**src/hdl/rcst_pkg.sv**
```systemverilog
// Shared types and constants for the reference-counted segment table.
// Used by rcst_mem, rcst_ctrl and refcounted_segment_table; depends on nothing.
package rcst_pkg;

    // Request kinds carried in the input tuser bit.
    localparam logic OP_OPEN  = 1'b0;
    localparam logic OP_CLOSE = 1'b1;

    // Result status codes.
    localparam logic [2:0] ST_OPENED     = 3'd0;
    localparam logic [2:0] ST_CREATED    = 3'd1;
    localparam logic [2:0] ST_KEPT       = 3'd2;
    localparam logic [2:0] ST_FREED      = 3'd3;
    localparam logic [2:0] ST_NOT_FOUND  = 3'd4;
    localparam logic [2:0] ST_FULL       = 3'd5;
    localparam logic [2:0] ST_COUNT_FULL = 3'd6;
    localparam logic [2:0] ST_BAD_ID     = 3'd7;

    localparam logic [6:0]  COUNT_MAX = 7'd127;
    localparam logic [31:0] FREE_ID   = 32'd0;

    // One table entry as stored in memory.
    typedef struct packed {
        logic [31:0] seg_id;
        logic [6:0]  count;
    } t_entry;

    // One result item.
    typedef struct packed {
        logic [6:0] ref_count;
        logic [5:0] slot;
        logic [2:0] status;
    } t_result;

endpackage

```
**src/hdl/rcst_mem.sv**
```systemverilog
// Slot store of the segment table: one write port, one registered read port.
// Depends on rcst_pkg for the entry type.
module rcst_mem #(
    parameter int SLOTS = 64,
    parameter int AW    = 6
) (
    input  logic                i_clk,
    input  logic                i_wr_en,
    input  logic [AW-1:0]       i_wr_addr,
    input  rcst_pkg::t_entry    i_wr_data,
    input  logic                i_rd_en,
    input  logic [AW-1:0]       i_rd_addr,
    output rcst_pkg::t_entry    o_rd_data
);

    rcst_pkg::t_entry r_mem [SLOTS];
    rcst_pkg::t_entry r_rd_data;

    // Write port.
    always_ff @(posedge i_clk) begin
        if (i_wr_en) begin
            r_mem[i_wr_addr] <= i_wr_data;
        end
    end

    // Registered read port.
    always_ff @(posedge i_clk) begin
        if (i_rd_en) begin
            r_rd_data <= r_mem[i_rd_addr];
        end
    end

    assign o_rd_data = r_rd_data;

endmodule

```
**src/hdl/rcst_ctrl.sv**
```systemverilog
// Sequencer of the segment table: clearing pass, slot scan, decision and write-back.
// Depends on rcst_pkg; drives the ports of rcst_mem.
module rcst_ctrl #(
    parameter int SLOTS = 64,
    parameter int AW    = 6
) (
    input  logic                i_clk,
    input  logic                i_rst_n,
    input  logic                i_req_valid,
    output logic                o_req_ready,
    input  logic                i_req_op,
    input  logic [31:0]         i_req_id,
    output logic                o_mem_wr_en,
    output logic [AW-1:0]       o_mem_wr_addr,
    output rcst_pkg::t_entry    o_mem_wr_data,
    output logic                o_mem_rd_en,
    output logic [AW-1:0]       o_mem_rd_addr,
    input  rcst_pkg::t_entry    i_mem_rd_data,
    output logic                o_res_valid,
    input  logic                i_res_ready,
    output rcst_pkg::t_result   o_res
);

    localparam logic [2:0] S_CLEAR  = 3'd0;
    localparam logic [2:0] S_IDLE   = 3'd1;
    localparam logic [2:0] S_SCAN   = 3'd2;
    localparam logic [2:0] S_DRAIN  = 3'd3;
    localparam logic [2:0] S_DECIDE = 3'd4;
    localparam logic [2:0] S_RESP   = 3'd5;

    localparam logic [AW-1:0] LAST_ADDR = AW'(SLOTS - 1);

    logic [2:0]        r_state, n_state;
    logic [AW-1:0]     r_addr, n_addr;
    logic              r_rd_pend, n_rd_pend;
    logic [AW-1:0]     r_rd_idx, n_rd_idx;
    logic              r_op, n_op;
    logic [31:0]       r_id, n_id;
    logic              r_hit, n_hit;
    logic [AW-1:0]     r_hit_idx, n_hit_idx;
    logic [6:0]        r_hit_cnt, n_hit_cnt;
    logic              r_free, n_free;
    logic [AW-1:0]     r_free_idx, n_free_idx;
    rcst_pkg::t_result r_res, n_res;

    // Handshake and memory read side.
    assign o_req_ready   = (r_state == S_IDLE);
    assign o_res_valid   = (r_state == S_RESP);
    assign o_res         = r_res;
    assign o_mem_rd_en   = (r_state == S_SCAN);
    assign o_mem_rd_addr = r_addr;

    // Next-state logic: scan bookkeeping, decision and write-back.
    always_comb begin
        n_state    = r_state;
        n_addr     = r_addr;
        n_rd_pend  = 1'b0;
        n_rd_idx   = r_rd_idx;
        n_op       = r_op;
        n_id       = r_id;
        n_hit      = r_hit;
        n_hit_idx  = r_hit_idx;
        n_hit_cnt  = r_hit_cnt;
        n_free     = r_free;
        n_free_idx = r_free_idx;
        n_res      = r_res;

        o_mem_wr_en   = 1'b0;
        o_mem_wr_addr = r_addr;
        o_mem_wr_data = '0;

        // Fold one returning entry into the first-match and first-free results.
        if (r_rd_pend) begin
            if (!r_hit && i_mem_rd_data.seg_id == r_id) begin
                n_hit     = 1'b1;
                n_hit_idx = r_rd_idx;
                n_hit_cnt = i_mem_rd_data.count;
            end
            if (!r_free && i_mem_rd_data.seg_id == rcst_pkg::FREE_ID) begin
                n_free     = 1'b1;
                n_free_idx = r_rd_idx;
            end
        end

        case (r_state)
            S_CLEAR: begin
                o_mem_wr_en   = 1'b1;
                o_mem_wr_addr = r_addr;
                n_addr        = r_addr + AW'(1);
                if (r_addr == LAST_ADDR) begin
                    n_addr  = '0;
                    n_state = S_IDLE;
                end
            end
            S_IDLE: begin
                if (i_req_valid) begin
                    n_op   = i_req_op;
                    n_id   = i_req_id;
                    n_hit  = 1'b0;
                    n_free = 1'b0;
                    n_addr = '0;
                    if (i_req_id == rcst_pkg::FREE_ID) begin
                        n_res.status    = rcst_pkg::ST_BAD_ID;
                        n_res.slot      = '0;
                        n_res.ref_count = '0;
                        n_state         = S_RESP;
                    end else begin
                        n_state = S_SCAN;
                    end
                end
            end
            S_SCAN: begin
                n_rd_pend = 1'b1;
                n_rd_idx  = r_addr;
                n_addr    = r_addr + AW'(1);
                if (r_addr == LAST_ADDR) begin
                    n_state = S_DRAIN;
                end
            end
            S_DRAIN: begin
                n_state = S_DECIDE;
            end
            S_DECIDE: begin
                n_state = S_RESP;
                n_res   = '0;
                if (r_op == rcst_pkg::OP_OPEN) begin
                    if (r_hit) begin
                        n_res.slot = 6'(r_hit_idx);
                        if (r_hit_cnt == rcst_pkg::COUNT_MAX) begin
                            n_res.status    = rcst_pkg::ST_COUNT_FULL;
                            n_res.ref_count = rcst_pkg::COUNT_MAX;
                        end else begin
                            n_res.status         = rcst_pkg::ST_OPENED;
                            n_res.ref_count      = r_hit_cnt + 7'd1;
                            o_mem_wr_en          = 1'b1;
                            o_mem_wr_addr        = r_hit_idx;
                            o_mem_wr_data.seg_id = r_id;
                            o_mem_wr_data.count  = r_hit_cnt + 7'd1;
                        end
                    end else if (r_free) begin
                        n_res.status         = rcst_pkg::ST_CREATED;
                        n_res.slot           = 6'(r_free_idx);
                        n_res.ref_count      = 7'd1;
                        o_mem_wr_en          = 1'b1;
                        o_mem_wr_addr        = r_free_idx;
                        o_mem_wr_data.seg_id = r_id;
                        o_mem_wr_data.count  = 7'd1;
                    end else begin
                        n_res.status = rcst_pkg::ST_FULL;
                    end
                end else begin
                    if (!r_hit) begin
                        n_res.status = rcst_pkg::ST_NOT_FOUND;
                    end else if (r_hit_cnt <= 7'd1) begin
                        // Last reference gone: release the slot.
                        n_res.status  = rcst_pkg::ST_FREED;
                        n_res.slot    = 6'(r_hit_idx);
                        o_mem_wr_en   = 1'b1;
                        o_mem_wr_addr = r_hit_idx;
                    end else begin
                        n_res.status         = rcst_pkg::ST_KEPT;
                        n_res.slot           = 6'(r_hit_idx);
                        n_res.ref_count      = r_hit_cnt - 7'd1;
                        o_mem_wr_en          = 1'b1;
                        o_mem_wr_addr        = r_hit_idx;
                        o_mem_wr_data.seg_id = r_id;
                        o_mem_wr_data.count  = r_hit_cnt - 7'd1;
                    end
                end
            end
            S_RESP: begin
                if (i_res_ready) begin
                    n_state = S_IDLE;
                end
            end
            default: begin
                n_state = S_CLEAR;
                n_addr  = '0;
            end
        endcase
    end

    // Control registers.
    always_ff @(posedge i_clk) begin
        if (!i_rst_n) begin
            r_state   <= S_CLEAR;
            r_addr    <= '0;
            r_rd_pend <= 1'b0;
            r_hit     <= 1'b0;
            r_free    <= 1'b0;
        end else begin
            r_state   <= n_state;
            r_addr    <= n_addr;
            r_rd_pend <= n_rd_pend;
            r_hit     <= n_hit;
            r_free    <= n_free;
        end
    end

    // Payload registers.
    always_ff @(posedge i_clk) begin
        r_rd_idx   <= n_rd_idx;
        r_op       <= n_op;
        r_id       <= n_id;
        r_hit_idx  <= n_hit_idx;
        r_hit_cnt  <= n_hit_cnt;
        r_free_idx <= n_free_idx;
        r_res      <= n_res;
    end

    // No write-back may land while the scan is still reading the table.
    a_no_write_in_scan: assert property (@(posedge i_clk) disable iff (!i_rst_n)
        (r_state == S_SCAN || r_state == S_DRAIN) |-> !o_mem_wr_en)
        else $error("table written during scan");

    // A bad-id result only ever answers a zero segment id.
    a_bad_id_only_zero: assert property (@(posedge i_clk) disable iff (!i_rst_n)
        (o_res_valid && r_res.status == rcst_pkg::ST_BAD_ID) |-> (r_id == rcst_pkg::FREE_ID))
        else $error("bad id reported for a nonzero id");

    // A created slot always starts with a single reference.
    a_created_count_one: assert property (@(posedge i_clk) disable iff (!i_rst_n)
        (o_res_valid && r_res.status == rcst_pkg::ST_CREATED) |-> (r_res.ref_count == 7'd1))
        else $error("created slot with count other than one");

    // Data returning from memory is only ever expected right after a scan read.
    a_read_follows_scan: assert property (@(posedge i_clk) disable iff (!i_rst_n)
        r_rd_pend |-> ($past(r_state) == S_SCAN))
        else $error("read data expected without a scan read");

endmodule

```
**src/hdl/refcounted_segment_table.sv**
```systemverilog
// Top level of the reference-counted segment table: controller, slot memory, result register.
// Depends on rcst_pkg, rcst_mem and rcst_ctrl.
//
// The block keeps TABLE_SLOTS shared-segment slots, each a 32-bit segment id (zero means
// free) and a 7-bit reference count, in a single synchronous memory. After reset the
// block sweeps the memory clear, one slot a cycle, and accepts no request until the sweep
// is done. Each request is one input beat (tuser = opcode, tdata = segment id) and yields
// exactly one output beat. A request with a nonzero id scans every slot through the
// memory's single read port, one slot per cycle, then passes through the drain and decide
// states, writing back at most once, and holds its result until the output register takes
// it. A zero id is answered without a scan. One request is in flight at a time; a
// finished result waits in the output register while the next request is taken.
module refcounted_segment_table #(
    parameter int TABLE_SLOTS = 64
) (
    input  logic        i_clk,
    input  logic        i_rst_n,
    input  logic        i_s_axis_tvalid,
    output logic        o_s_axis_tready,
    input  logic [31:0] i_s_axis_tdata,   // [31:0] segment_id
    input  logic        i_s_axis_tuser,   // [0] opcode
    output logic        o_m_axis_tvalid,
    input  logic        i_m_axis_tready,
    output logic [15:0] o_m_axis_tdata    // [2:0] status, [8:3] slot, [15:9] ref_count
);

    localparam int AW = (TABLE_SLOTS > 1) ? $clog2(TABLE_SLOTS) : 1;

    logic              mem_wr_en;
    logic [AW-1:0]     mem_wr_addr;
    rcst_pkg::t_entry  mem_wr_data;
    logic              mem_rd_en;
    logic [AW-1:0]     mem_rd_addr;
    rcst_pkg::t_entry  mem_rd_data;
    logic              res_valid;
    logic              res_ready;
    rcst_pkg::t_result res;

    logic              r_out_valid;
    rcst_pkg::t_result r_out;

    rcst_ctrl #(
        .SLOTS (TABLE_SLOTS),
        .AW    (AW)
    ) u_ctrl (
        .i_clk         (i_clk),
        .i_rst_n       (i_rst_n),
        .i_req_valid   (i_s_axis_tvalid),
        .o_req_ready   (o_s_axis_tready),
        .i_req_op      (i_s_axis_tuser),
        .i_req_id      (i_s_axis_tdata),
        .o_mem_wr_en   (mem_wr_en),
        .o_mem_wr_addr (mem_wr_addr),
        .o_mem_wr_data (mem_wr_data),
        .o_mem_rd_en   (mem_rd_en),
        .o_mem_rd_addr (mem_rd_addr),
        .i_mem_rd_data (mem_rd_data),
        .o_res_valid   (res_valid),
        .i_res_ready   (res_ready),
        .o_res         (res)
    );

    rcst_mem #(
        .SLOTS (TABLE_SLOTS),
        .AW    (AW)
    ) u_mem (
        .i_clk     (i_clk),
        .i_wr_en   (mem_wr_en),
        .i_wr_addr (mem_wr_addr),
        .i_wr_data (mem_wr_data),
        .i_rd_en   (mem_rd_en),
        .i_rd_addr (mem_rd_addr),
        .o_rd_data (mem_rd_data)
    );

    // Output register: takes a result when empty or when its beat leaves this cycle.
    assign res_ready = !r_out_valid || i_m_axis_tready;

    always_ff @(posedge i_clk) begin
        if (!i_rst_n) begin
            r_out_valid <= 1'b0;
        end else if (res_ready) begin
            r_out_valid <= res_valid;
        end
    end

    always_ff @(posedge i_clk) begin
        if (res_ready && res_valid) begin
            r_out <= res;
        end
    end

    assign o_m_axis_tvalid = r_out_valid;
    assign o_m_axis_tdata  = r_out;

    // A result beat held back by the sink keeps its contents.
    a_out_hold: assert property (@(posedge i_clk) disable iff (!i_rst_n)
        (r_out_valid && !i_m_axis_tready) |=> (r_out_valid && $stable(r_out)))
        else $error("output beat changed while stalled");

    // A freed slot always reports a count of zero.
    a_freed_zero: assert property (@(posedge i_clk) disable iff (!i_rst_n)
        (r_out_valid && r_out.status == rcst_pkg::ST_FREED) |-> (r_out.ref_count == 7'd0))
        else $error("freed slot with nonzero count");

    // Requests are never taken while a result is being handed to the output register.
    a_no_accept_with_result: assert property (@(posedge i_clk) disable iff (!i_rst_n)
        res_valid |-> !o_s_axis_tready)
        else $error("request accepted while a result is pending");

endmodule
```
**config.mk**
```make
export PLATFORM = sky130hd
export DESIGN_NAME = refcounted_segment_table
export DESIGN_NICKNAME = d
export VERILOG_FILES = /design/src/hdl/rcst_pkg.sv /design/src/hdl/rcst_mem.sv /design/src/hdl/rcst_ctrl.sv /design/src/hdl/refcounted_segment_table.sv
export SDC_FILE = /design/constraint.sdc
export NUM_CORES = 2
export LEC_CHECK = 0
export BUFFER_PORTS_ARGS = -buffer_cell sky130_fd_sc_hd__buf_2
export CAP_MARGIN = 25
export CORE_UTILIZATION = 59
export CTS_CLUSTER_SIZE = 14
export DETAILED_ROUTE_END_ITERATION = 7
export PLACE_DENSITY = 0.82
export SETUP_SLACK_MARGIN = 0.2
export SYNTH_ARGS = -nofsm -noshare
export SYNTH_HDL_FRONTEND = slang
export SYNTH_HIERARCHICAL = 1
export SYNTH_SLANG_ARGS = --single-unit
export TNS_END_PERCENT = 1
```
**constraint.sdc**
```tcl
create_clock -name i_clk -period 16.01 [get_ports i_clk]
set_input_delay 3.202 -clock i_clk [delete_from_list [all_inputs] [get_ports i_clk]]
set_output_delay 3.202 -clock i_clk [all_outputs]
set_load 0.05 [all_outputs]
```
* Word level (Yosys, flattened, before mapping) *
Memories as Yosys holds them, arrays and structs flattened. A register that Yosys moved wholly into a read port is not among the register bits.
Cells that the tools add are included.

word-level totals
  memories kept = 1
  output and inout bits = 18
  flip-flop bits (word level) = 103
  RAM bits = 2496
  bits of input ports = 37

operators by class
  add/sub/neg operators = 3
  reduce and logical (&&, ||, !) cells = 18
  $lt $le $gt $ge = 1
  multiplexer cells = 52
  bitwise logic cells = 1
  equality and inequality tests = 13

memory list
  name         words  width  read ports  clocked after Yosys merged registers in  wr ports  RTL line        RTL
  u_mem.r_mem  64     39     1           1                                        1         rcst_mem.sv:16  rcst_pkg::t_entry r_mem [SLOTS];

operators with widths
  operator                                                        count
  2-to-1 mux 39 bit                                               7
  logical NOT 32 bit                                              2
  2-to-1 mux 16 bit                                               4
  2-to-1 mux 6 bit                                                8
  equality test 32 bit                                            1
  one-hot mux 16 bit (2 select lines)                             1
  2-to-1 mux 3 bit                                                8
  one-hot mux 6 bit (4 select lines)                              1
  2-to-1 mux 7 bit                                                3
  one-hot mux 3 bit (6 select lines)                              1
  2-to-1 mux 1 bit                                                17
  2-to-1 mux 13 bit                                               1
  inequality test 2 x 1 -> 1 bit, second input constant           4
  AND reduction 2 bit                                             4
  adder 7 x 1 -> 7 bit, second input constant                     1
  equality test 7 bit, second input constant                      1
  less-or-equal comparator 7 x 1 -> 1 bit, second input constant  1
  subtractor 7 x 1 -> 7 bit, second input constant                1
  adder 6 x 1 -> 6 bit, second input constant                     1
  equality test 3 x 2 -> 1 bit, second input constant             2
  equality test 3 bit, second input constant                      2
  equality test 6 bit, second input constant                      1
  AND reduction 4 bit                                             1
  equality test 3 x 1 -> 1 bit, second input constant             1
  10 further kinds                                                14

* Logic depth before layout (Yosys ltp) *
  word-level depth = 7
  gate-level depth with buffers = 11

* By module *
The synthesis kept the hierarchy.

by module, submodules not included
  module                    instances  cells each  area an instance (sq um)  seq. area each (sq um)
  rcst_mem                  1          4059        95743.1                   76123.0
  rcst_ctrl                 1          436         4531.8                    2462.4
  refcounted_segment_table  1          21          538.0                     500.5

* Worst setup path after synthesis *
OpenSTA, ideal clock, no wires.

  path kind = register -> register
  from = reg u_ctrl.r_hit_cnt[0]
  to = mem u_mem/r_mem[49][0] (netlist name), enable pin
  setup time = 0.483 ns
  arrival = 4.891 ns
  data required time = 15.527 ns
  stages on the path, launching flop included = 11
  path slack = 10.635 ns
  cells stage by stage = edfxtp_1 -> ha_1 -> and4_4 -> and3_4 -> buf_6 -> nand2_1 -> o21ai_0 -> a21boi_0 -> nor2b_1 -> nand4_1 -> nor3_1

on the way
  cells in the longest elaborated chain, start to end = 7
  elaborated cells on any way between the ends = 11

RTL lines
  what                                    RTL line                        RTL
  start: declaration                      rcst_ctrl.sv:41                 logic [6:0] r_hit_cnt, n_hit_cnt;
  start signal: assignment                rcst_ctrl.sv:206                r_hit_cnt <= n_hit_cnt;
  equality test 7 bit                     rcst_ctrl.sv:129                if (r_hit_cnt == rcst_pkg::COUNT_MAX) begin
  2-to-1 mux 1 bit                        rcst_ctrl.sv:129
  2-to-1 mux 1 bit                        rcst_ctrl.sv:127                if (r_hit) begin
  2-to-1 mux 1 bit                        rcst_ctrl.sv:126                if (r_op == rcst_pkg::OP_OPEN) begin
  one-hot mux 1 bit (2 select lines)      rcst_ctrl.sv:85                 case (r_state)
  named net mem_wr_en                     refcounted_segment_table.sv:29  logic mem_wr_en;
  2-to-1 mux 1 bit                        rcst_mem.sv:21                  if (i_wr_en) begin
  2-to-1 mux 1 bit (not written as such)  rcst_mem.sv:22                  r_mem[i_wr_addr] <= i_wr_data;
  end: declaration                        rcst_mem.sv:16

The timed path passes the listed nets, and every way through them passes these cells.

* Worst setup path after layout *
  from = reg u_ctrl.r_state[2]
  to = mem u_mem/r_mem[38][20] (netlist name), enable pin

on the way
  elaborated cells on any way between the ends = 6

RTL lines
  what                      RTL line                        RTL
  start: declaration        rcst_ctrl.sv:33                 logic [2:0] r_state, n_state;
  start signal: assignment  rcst_ctrl.sv:192                r_state <= n_state;
  equality test 3 bit       rcst_ctrl.sv:85
  2-to-1 mux 6 bit          rcst_ctrl.sv:85
  named net mem_wr_addr[2]  refcounted_segment_table.sv:30  logic [AW-1:0] mem_wr_addr;

The timed path passes the listed nets, and every way through them passes these cells.

==> metrics.md <==
| Metric | Value |
|---|---|
| # rows | `around 150` |
| Max-slew violation count | `0` |
| Synthesized net count | `4557` |
| Synth unique cells | `66` |
| Register area share after synthesis | `78.4%` |
| Commonest non-fill, non-tap cell in the layout | `edfxtp_1` |
| Vias in the first global route | `53300` |
| Clk root buf | `clkbuf_16` |
| Failing checks | `design-rule violations` |
| Sequential share of power | `55.4%` |
| Slowest cell on the critical path | `nand3_1` |
| Worst-path clk slew | `60 ps` |
| Measured slew at the worst slew-check pin | `1240 ps` |
| # hold bufs at CTS | `0` |
| Syn_area_per_cell | `22.3 um^2` |
| Slew margin rel. | `between 10% and 20%` |
| DRC | `1` |
| Total track usage | `between 30% and 40%` |
| GP Congestion | `0.976` |
| Slowest stage delay, CP | `990 ps` |
| Most used DFF post-synth | `edfxtp_1` |
| Setup Skew | `43.8 ps` |
| Comb power frac | `3.6%` |
| Most frequent CP cell | `a21oi_1` |
| Worst Hold Class | `flip-flop to flip-flop` |
| Die area | `173000 um^2` |
| Startpoint Class | `flip-flop` |
| Clk sinks | `2638` |
| Peak supply drop | `just over 100 uV` |
| RSZ-0062 raised after global routing | `no` |
| Hold Vio Cnt, Final | `0` |
| Number of enable flip-flop cells after synthesis | `2625` |
| Top fanout value on the critical path | `23` |
| First-pass GRT wire length | `392000 um` |
| # setup viols final | `0` |
| Clock share of power | `41.0%` |
| Post-route clock period utilization | `35.7%` |
| CTS resizes | `0` |
| Setup TNS | `0 ps` |
| Layout Area Growth over Synthesis | `11.6%` |
| Routed WL per cell | `between 30 and 40 um` |
| GR Overflow Total | `0` |
| PwrDens | `121 nW/um^2` |
| Switching Share | `a little over a fifth` |
| Pin count of the biggest net entering global routing | `around 150` |
| NetSw | `2.85 mW` |
| Yosys top cell area share | `78.2%` |
| Synth Instances | `4516` |
| Peak Freq | `175 MHz` |
| Crit path arrival time | `6190 ps` |
| Final Power | `13.6 mW` |
| Worst Path Required | `~16000 ps` |
| Final WS setup | `10300 ps` |
| Leakage | `about 35 nW` |
| Minimum clock period | `roughly 5700 ps` |
| Postcts setup bufs | `0` |
| Vias | `53800` |
| Filler instances | `about 9500` |
| Die Y | `between 400 and 500 um` |
| Fin nets | `about 4800` |
| Critical Setup Path Class | `flip-flop to flip-flop` |
| Internal | `between 10 and 15 mW` |
| Skew-Pair Late Insertion Delay | `a little under 900 ps` |
| CTS Buffer Depth | `3` |
| Place WS | `10430 ps` |
| Proportion of layout cells with a drive suffix above 1 | `a little over a quarter` |
| Dpl hpwl | `135000 um` |
| Placed Cells | `6689` |
| I/O Buffers | `54` |
| Total Wirelength | `282000 um` |
| Async set or reset register ratio after synthesis | `0%` |
| Initial DRT Pass Iterations | `8` |
| Commonest non-fill, non-tap cells in the layout | `edfxtp_1, mux4_2, clkbuf_16, o22ai_1, buf_4` |
| CTS tree | `done` |
| Status | `finished, violations left` |
| Worst reg2reg setup slack | `around 10000 ps` |
| Initial antenna violation count | `15` |
| Synth area leader | `edfxtp_1` |
| Core Util, Final | `66.4%` |
| Die outline width | `around 420 um` |
| Mapped Area | `101000 um^2` |
| Initial Util | `approximately three fifths` |
| FF+latch count, synth | `approximately 2600` |
| Core area | `about 170000 um^2` |
| I/O Pins | `55` |
| CP Cell Sequence | `nand2_1, a21oi_1, o22ai_1, a21oi_1, nand3_1, nor2_4, buf_4` |
| Yosys warning count | `6` |
| Vias per cell | `7.51` |
| Htree depth | `4` |
| CP Capture Type | `flip-flop` |
| Synth top area cells | `edfxtp_1, mux4_2, o22ai_1` |
| Finished Layout Cells | `7161` |
| Cts bufs inserted | `239` |
| 1st-iter DRT viols | `9878` |
| Max-Cap Viols | `0` |
| Post-route ant nets | `0` |
==> cell families after synthesis <==
kind of cell	share of synthesized area [%]
adders and majority gates	0.0496
DFF	78.4
xor gates and xnor gates	0.304
buffers and inverters	1.40
and+or+nand+nor	2.27
AOI/OAI and AO/OA	2.96
muxes	14.6
==> power by group through the flow <==
stage	registers (mW)	logic (mW)	clock network, mW
detailed placement	7.70	0.462	0
global placement	7.69	0.453	0
finish	7.55	0.487	5.59
global route	7.55	0.500	5.84
floorplan	7.68	0.327	0
CTS	7.55	0.475	5.61
==> metrics by stage <==
stage                     hold WS (ps)  cell area [um^2]
final                              415            112000
after global routing               429            112000
after floorplan                    400            101000
after CTS                          416            112000
after detailed placement           405            104000
after global placement             406            104000
==> layout make-up <==
type                            count  area (um^2)  area share (%)
Clock inverter                    137         1180            1.05
Antenna cell                        3         7.51         0.00667
Inverter                           10         37.5          0.0334
Tap cell                         2218         2780            2.47
Sequential cell                  2638        79100            70.3
Clock buffer                      295         6310            5.61
Timing Repair Buffer              235         2120            1.88
Multi-Input combinational cell   1625        20900            18.6
==> registers in the layout, indices dropped and copies added (netlist names) <==
signal / count
u_ctrl/r_free_idx: 6
u_ctrl/r_rd_pend: 1
u_ctrl/r_state: 3
u_ctrl/o_mem_rd_addr: 6
u_ctrl/r_hit_idx: 6
u_ctrl/o_res: 16
o_m_axis_tdata: 16
u_ctrl/r_rd_idx: 6
u_ctrl/r_hit_cnt: 7
u_ctrl/r_id: 32
u_ctrl/r_hit: 1
u_ctrl/r_op: 1
u_ctrl/r_free: 1
u_mem/r_mem: 2496
o_m_axis_tvalid: 1
u_mem/o_rd_data: 39
==> synthesized netlist by cell type, types with 12 or more instances <==
library cell     n
mux4_2         614
nand2_1         58
nand4_1         13
nor4_1          49
a221oi_1        17
buf_6           27
o21ai_0         31
mux2_2          26
nor2b_1         32
nor3_1          17
buf_1           13
edfxtp_1      2625
nor2_1         135
buf_4           38
and3_1          14
a211oi_1        21
o21a_1          17
a21oi_1         58
and2_1          41
a22oi_1         42
dfxtp_1         13
a22o_1          12
buf_2           78
o22ai_1        165
o21ai_1         12
nand3_1         36
clkbuf_1        83
xnor2_1         32
nand2b_1        23
mux2i_1         57
o221ai_1        22
==> final timing paths <==
| path | startpoint | to | cells past startpoint |
|---|---|---|---|
| hold / removal | u_ctrl/o_res[8] | o_m_axis_tdata[8] | 0 |
| setup / recovery | u_ctrl/r_state[2] | u_mem/r_mem[38][20] | 7 |
| hold reg to reg | u_ctrl/o_res[8] | o_m_axis_tdata[8] | 0 |
| setup reg to reg | u_ctrl/r_state[2] | u_mem/r_mem[38][20] | 7 |
==> routing by layer <==
metal  part of all wire, %  global-route usage (%)  vias to the layer above
met5                 0.021                       0                        -
met4                   6.7                    18.4                        8
met3                    15                    9.22                     1140
met2                    46                    49.4                     5609
met1                    32                    42.7                    27300
li1                      -                       -                    19700
==> worst max-delay path: cells and delay by family, from the launching register on <==
family	cells	cell delay [ps]
buf+inv	1	560
compound gates	3	1530
flops	1	630
simple gates	3	2580
Power figures use the tool's default switching activity.
